### src/rtl/beh_pkg.sv
// ============================================================================
// beh_pkg: shared types and constants
// Holds the bin edge tables, the field widths and the controller to datapath
// command and status types for the binned efficiency histogram.
// ============================================================================
package beh_pkg;

    localparam int PT_W    = 18;
    localparam int ANG_W   = 14;
    localparam int ID_W    = 16;
    localparam int BIN_W   = 6;
    localparam int EFF_W   = 17;
    localparam int OUT_W   = 32;
    localparam int CFG_IDX_W = 1;
    localparam logic [CFG_IDX_W-1:0] CFG_ELECTRON_CUT = 1'b0;
    localparam logic [CFG_IDX_W-1:0] CFG_MUON_CUT     = 1'b1;
    localparam logic [PT_W-1:0] ELECTRON_CUT_RST = 18'd448;
    localparam logic [PT_W-1:0] MUON_CUT_RST     = 18'd320;
    localparam logic [ID_W-1:0] ID_ELECTRON = 16'd11;
    localparam logic [ID_W-1:0] ID_MUON     = 16'd13;
    localparam logic OP_COUNT = 1'b0;
    localparam logic OP_READ  = 1'b1;

    localparam int PT_EDGE_N  = 16;
    localparam int ETA_EDGE_N = 17;
    localparam int PHI_EDGE_N = 13;

    // Edge value i of each table; edges rounded into the input formats.
    function automatic logic signed [19:0] pt_edge(input int i);
        logic signed [19:0] e;
        begin
            case (i)
                0: e = 20'sd320;   1: e = 20'sd384;   2: e = 20'sd448;
                3: e = 20'sd512;   4: e = 20'sd576;   5: e = 20'sd640;
                6: e = 20'sd768;   7: e = 20'sd896;   8: e = 20'sd1024;
                9: e = 20'sd1152; 10: e = 20'sd1280; 11: e = 20'sd1600;
                12: e = 20'sd1920; 13: e = 20'sd2240; 14: e = 20'sd2560;
                default: e = 20'sd3200;
            endcase
            return e;
        end
    endfunction

    function automatic logic signed [15:0] eta_edge(input int i);
        logic signed [15:0] e;
        begin
            case (i)
                0: e = 16'sd0;     1: e = 16'sd205;   2: e = 16'sd410;
                3: e = 16'sd614;   4: e = 16'sd819;   5: e = 16'sd1024;
                6: e = 16'sd1229;  7: e = 16'sd1479;  8: e = 16'sd1604;
                9: e = 16'sd1843; 10: e = 16'sd2048; 11: e = 16'sd2150;
                12: e = 16'sd2253; 13: e = 16'sd2355; 14: e = 16'sd2458;
                15: e = 16'sd2560;
                default: e = 16'sd2662;
            endcase
            return e;
        end
    endfunction

    function automatic logic signed [15:0] phi_edge(input int i);
        logic signed [15:0] e;
        begin
            case (i)
                0: e = -16'sd3277;  1: e = -16'sd2560;  2: e = -16'sd2048;
                3: e = -16'sd1536;  4: e = -16'sd1024;  5: e = -16'sd512;
                6: e = 16'sd0;      7: e = 16'sd512;    8: e = 16'sd1024;
                9: e = 16'sd1536;  10: e = 16'sd2048;  11: e = 16'sd2560;
                default: e = 16'sd3277;
            endcase
            return e;
        end
    endfunction

    // Commands from the controller to the datapath.
    typedef struct packed {
        logic load;      // capture a new item
        logic clr_step;  // write zero at the clear address
        logic rd_issue;  // drive the memory read address
        logic wr_back;   // write the incremented counters back
        logic div_start; // start the ratio unit
        logic emit;      // present the result
    } beh_cmd_t;

    // Status from the datapath to the controller.
    typedef struct packed {
        logic clr_last;
        logic is_read;
        logic counted;
        logic div_done;
    } beh_sts_t;

    typedef enum logic [6:0] {
        ST_CLEAR = 7'b0000001,
        ST_IDLE  = 7'b0000010,
        ST_FETCH = 7'b0000100,
        ST_DATA  = 7'b0001000,
        ST_WRITE = 7'b0010000,
        ST_DIV   = 7'b0100000,
        ST_OUT   = 7'b1000000
    } beh_state_t;

endpackage

### src/rtl/beh_ctrl.sv
// ============================================================================
// beh_ctrl: sequencing controller
// Runs the clearing pass after reset, then steps each item through fetch,
// read-modify-write, or division and result strobe.
// ============================================================================
module beh_ctrl (
    input  logic              clk,
    input  logic              rst_n,
    input  logic              start,
    output logic              busy,
    input  beh_pkg::beh_sts_t sts,
    output beh_pkg::beh_cmd_t cmd
);
    import beh_pkg::*;

    beh_state_t state_reg, state_next;

    // Next state and commands.
    always_comb
    begin
        state_next = state_reg;
        cmd = '0;
        case (state_reg)
            ST_CLEAR:
            begin
                cmd.clr_step = 1'b1;
                if (sts.clr_last)
                begin
                    state_next = ST_IDLE;
                end
            end
            ST_IDLE:
            begin
                if (start)
                begin
                    cmd.load = 1'b1;
                    state_next = ST_FETCH;
                end
            end
            ST_FETCH:
            begin
                if (sts.is_read || sts.counted)
                begin
                    cmd.rd_issue = 1'b1;
                    state_next = ST_DATA;
                end
                else
                begin
                    state_next = ST_IDLE;
                end
            end
            ST_DATA:
            begin
                if (sts.is_read)
                begin
                    cmd.div_start = 1'b1;
                    state_next = ST_DIV;
                end
                else
                begin
                    state_next = ST_WRITE;
                end
            end
            ST_WRITE:
            begin
                cmd.wr_back = 1'b1;
                state_next = ST_IDLE;
            end
            ST_DIV:
            begin
                if (sts.div_done)
                begin
                    state_next = ST_OUT;
                end
            end
            ST_OUT:
            begin
                cmd.emit = 1'b1;
                state_next = ST_IDLE;
            end
            default:
            begin
                state_next = ST_IDLE;
            end
        endcase
    end

    always_ff @(posedge clk or negedge rst_n)
    begin
        if (!rst_n)
        begin
            state_reg <= ST_CLEAR;
        end
        else
        begin
            state_reg <= state_next;
        end
    end

    assign busy = (state_reg != ST_IDLE);

endmodule

### config.mk
export PLATFORM = sky130hd
export DESIGN_NAME = beh_ctrl
export DESIGN_NICKNAME = d
export VERILOG_FILES = /design/src/rtl/beh_pkg.sv /design/src/rtl/beh_ctrl.sv
export SDC_FILE = /design/constraint.sdc
export NUM_CORES = 1
export LEC_CHECK = 0
export ABC_AREA = 1
export BUFFER_PORTS_ARGS = -buffer_cell sky130_fd_sc_hd__buf_4
export CORE_AREA = 3 3 40 42
export DETAILED_ROUTE_END_ITERATION = 10
export DIE_AREA = 0 0 43 45
export PLACE_DENSITY = 0.63
export REMOVE_ABC_BUFFERS = 1
export SYNTH_ARGS = -nofsm -noshare
export SYNTH_HDL_FRONTEND = slang
export SYNTH_SLANG_ARGS = --single-unit
### constraint.sdc
create_clock -name clk -period 1.2 [get_ports clk]
set_input_delay 0.24 -clock clk [delete_from_list [all_inputs] [get_ports clk]]
set_output_delay 0.24 -clock clk [all_outputs]
set_load 0.1 [all_outputs]
# After elaboration in Yosys (flattened, before gate mapping)
# Index checks and enable logic that the tools add are counted.
# Widths: inputs -> output; s select.
# word_totals
ff_bits,7
input_bits,7
out_inout_bits,7
# classes
n_mux,15
eq_ne,11
reduce_logical,2
# ops
op,count
$pmux 7 s5,1
$mux 7,3
$mux 1,9
$eq 7x1->1 const B,1
$eq 7x2->1 const B,1
$eq 7x3->1 const B,1
$eq 7x4->1 const B,1
$eq 7x5->1 const B,1
$eq 7x6->1 const B,1
$eq 7x7->1 const B,1
$ne 7x2->1 const B,1
$mux 6,1
$ne 2x2->1 const B,3
$mux 4,1
$reduce_and 3->1,1
$logic_or 1x1->1,1

# Logic depth before layout (Yosys ltp)
# logic_depth
ltp_word,3
depth_mapped,9
ltp_nobuf,9

# Least setup slack after synthesis
# Ideal clock, no wire load.
# synth_timing
kind,reg-to-output
from,reg state_reg[2]
to,out cmd[2] in the netlist's numbering
stages_incl_launch_ff,4
path_slack_ns,-2.518
t_required_ns,0.960
arrival_time_ns,3.478
path_cell_list,dfrtp_1 nor2_4 nand2_2 nor4_1
# synth_rtl
item,line,source
from (decl),beh_ctrl.sv:16,"beh_state_t state_reg, state_next;"
from (signal assigned),beh_ctrl.sv:96,state_reg <= state_next;
to (decl),beh_ctrl.sv:12,output beh_pkg::beh_cmd_t cmd

==> summary.md <==
| Metric | Value |
|---|---|
| Status | complete, but fails checks |
| Failing checks | setup timing |
| Final #Nets | 104 |
| Worst R2R Path Depth | 11 |
| Sequential area share after synthesis | between 30% and 40% |
| P per Cell Area | around 2300 mW/mm2 |
| Final non-filler cell total | 111 |
| Initial DRC Count | 9 |
| Die Area | 0.00194 mm2 |
| Antenna-violating nets left | 0 |
| Pin count of the biggest net entering global routing | 8 |
| Fin util | a little over two thirds |
| CP Data Arrival Time | roughly 1.5 ns |
| DP Cell Count | about 100 |
| HPWL after DPL | around 870 um |
| Initial antenna violation count | 0 |
| Compound-cell area share of the yosys netlist | 1.03% |
| Global placement routability congestion | 0.769 |
| Crit path capture type | output pin |
| RR Endpoint | state_reg[1] |
| Fin. Hold Viols | 0 |
| Synthesis-stage register bit count | 7 |
| Max reg flops | 7 |
| Ant diodes | 0 |
| R2r startpoint | state_reg[1] |
| Peak Freq | 563 MHz |
| Largest family of logic cells by synthesized area | simple AND/OR/NAND/NOR gates |
| WL final | 1220 um |
| Via Count | 513 |
| Syn avg cell area | 7.62 um2 |
| Total chip power | 2060 uW |
| Synth Area in Adders | 0% |
| Core area | roughly 0.0013 mm2 |
| CTS Buf Count | 3 |
| Layout overhead on the synthesized area | 83.1% |
| Clock skew | 0.00396 ns |
| RSZ-0062 raised after global routing | true |
| Hold WS | around 0.16 ns |
| Worst reg2reg setup slack | -0.27 ns |
| Tmin final | around 1.8 ns |
| Post-Synth Simple-Gate Area | a little over half |
| Proportion of layout cells with a drive suffix above 1 | 66.7% |
| IO Port Bufs | 13 |
| Hold WC Path Type | input port to flip-flop |
| DR pass1 iterations | 4 |
| Finish-stage setup viols | 11 |
| Slew Limit Headroom | 74.4% |
| Routed length per placed instance | 11.0 um |
| Hold EP | state_reg[4] |
| Post-Synthesis Cell Area | 488 um2 |
| WHS Path Cells | 2 |
| Vias in the first global route | 511 |
| Clock tree buffer depth | 2 |
| Width of the die | 43 um |
| # DRC | 0 |
| Critical Path Fanout Max | 3 |
| Clock latency on the worst-skew pair | 0.25 ns |
| Synthesized instance count | 64 |
| Via density | around 4.6 |
| Gr usage total | 14.6% |
| H-Tree Depth | 1 |
| Height of the die | 45 um |
| TritonCTS Sinks | 7 |
| First-pass GRT wire length | 2060 um |
| CTS tree | done |
| Worst-Margin Slew | 0.383 ns |
| MaxCap Viol Count | 0 |
| CP required | between 0.9 and 1 ns |
| Final period utilization | 148% |
| Grt total ovfl | 0 |
| Mux cell area share after synthesis | 0% |
| Leakage | 0.000451 uW |
| Max Transition Viols Final | 0 |
| Max VDD drop | about 2300 uV |
| Crit start category | flip-flop |
| Hold_sp | sts[2] |
| Synth cell types | 18 |
| Initial Utilization | 38.0% |
| IO Count | 14 |
| Cell Rows | 13 |
| Root buffer cell | clkbuf_4 |
| CTS clock-pin slew for the worst setup and hold paths | about 0.050 ns |
| Xor and xnor area share after synthesis | 0% |
| Worst setup slack after layout | -0.575 ns |
| Worst setup path class | flip-flop to output pin |
| YS warnings | 0 |
## synthesized netlist by cell type
cell type  count  area [um2]
clkinv_2       1        5.00
dfrtp_1        6         150
dfstp_2        1        26.3
inv_1          9        33.8
inv_2          2        7.51
nand2_1       11        41.3
nand2_2        3        18.8
nand2_4        1        11.3
nand3_2        2        20.0
nand3_4        1        17.5
nand3b_1       1        7.51
nor2_1        11        41.3
nor2_2         3        18.8
nor2_4         4        45.0
nor3_1         5        25.0
nor3b_1        1        7.51
nor4_1         1        6.26
o21ai_0        1        5.00
## cell usage in the layout, fill, tap and decap left out
cell	netlist	layout
buf_12	0	4
buf_4	0	17
buf_6	0	6
clkbuf_1	0	1
clkbuf_4	0	3
clkinv_2	1	1
dfrtp_1	6	5
dfrtp_2	0	1
dfstp_2	1	1
dlygate4sd3_1	0	1
inv_1	9	5
inv_2	2	6
nand2_1	11	9
nand2_2	3	3
nand2_4	1	3
nand3_2	2	2
nand3_4	1	1
nand3b_1	1	1
nor2_1	11	6
nor2_2	3	4
nor2_4	4	8
nor3_1	5	2
nor3_2	0	2
nor3_4	0	1
nor3b_2	0	1
nor4_1	1	1
o21ai_1	0	1
## how the worst max path moves through the flow
stage,start,endpoint,slack (ns)
after floorplan,state_reg[2],cmd[2],-2.52
after global placement,state_reg[0],cmd[5],-0.32
after detailed placement,state_reg[0],cmd[5],-0.32
after CTS,state_reg[0],cmd[5],-0.54
after global routing,state_reg[0],cmd[5],-0.67
final,state_reg[0],cmd[5],-0.58
## metal layers
layer | vias to the layer above | routed length [um] | GRT usage (%)
met5 | - | 0 | 0
met4 | 0 | 31 | 12.0
met3 | 6 | 49 | 2.39
met2 | 13 | 675 | 25.7
met1 | 234 | 467 | 15.2
li1 | 260 | - | -
## power breakdown
part	switching (uW)	total [uW]	leakage, uW	internal [uW]
clock network	82.1	209	0.0000150	127
registers	54.4	341	0.0000881	286
logic	947	1510	0.000348	567
## stage by stage
step	instance area, um2	TNS [ns]	setup slack (ns)
final	893	-3.94	-0.575
after global routing	893	-4.96	-0.669
after CTS	827	-3.45	-0.537
after detailed placement	679	-2.07	-0.321
after global placement	679	-2.03	-0.316
after floorplan	488	-10.26	-2.52
## final cells by class
class	instances	area, um2
multi-input combinational	45	339
timing repair buffer	28	285
sequential	7	178
clock buffer	4	26.3
inverter	12	46.3
fill	91	392
tap	15	18.8
## repair_timing
action	CTS	global route
endpoints found under the hold margin	7	0
pin swaps	6	5
gates resized for setup	27	15
endpoints found under the setup margin	11	13
setup buffers	2	2
hold buffers	1	0
## cell families after synthesis
| family | count (synthesis) |
|---|---|
| AND/OR/NAND/NOR | 44 |
| buffers and inverters | 12 |
| flip-flops | 7 |
| AO/OA/AOI/OAI | 1 |
## worst max-delay path, cell delays in order (launching register included)
cell and delay [ns]:
dfstp_2 0.55, nor2_2 0.06, nand2_2 0.11, nor2_4 0.05, nand2_2 0.07, nand2_2 0.06
nor3_2 0.13, buf_6 0.25
Power figures use the tool's default switching activity.
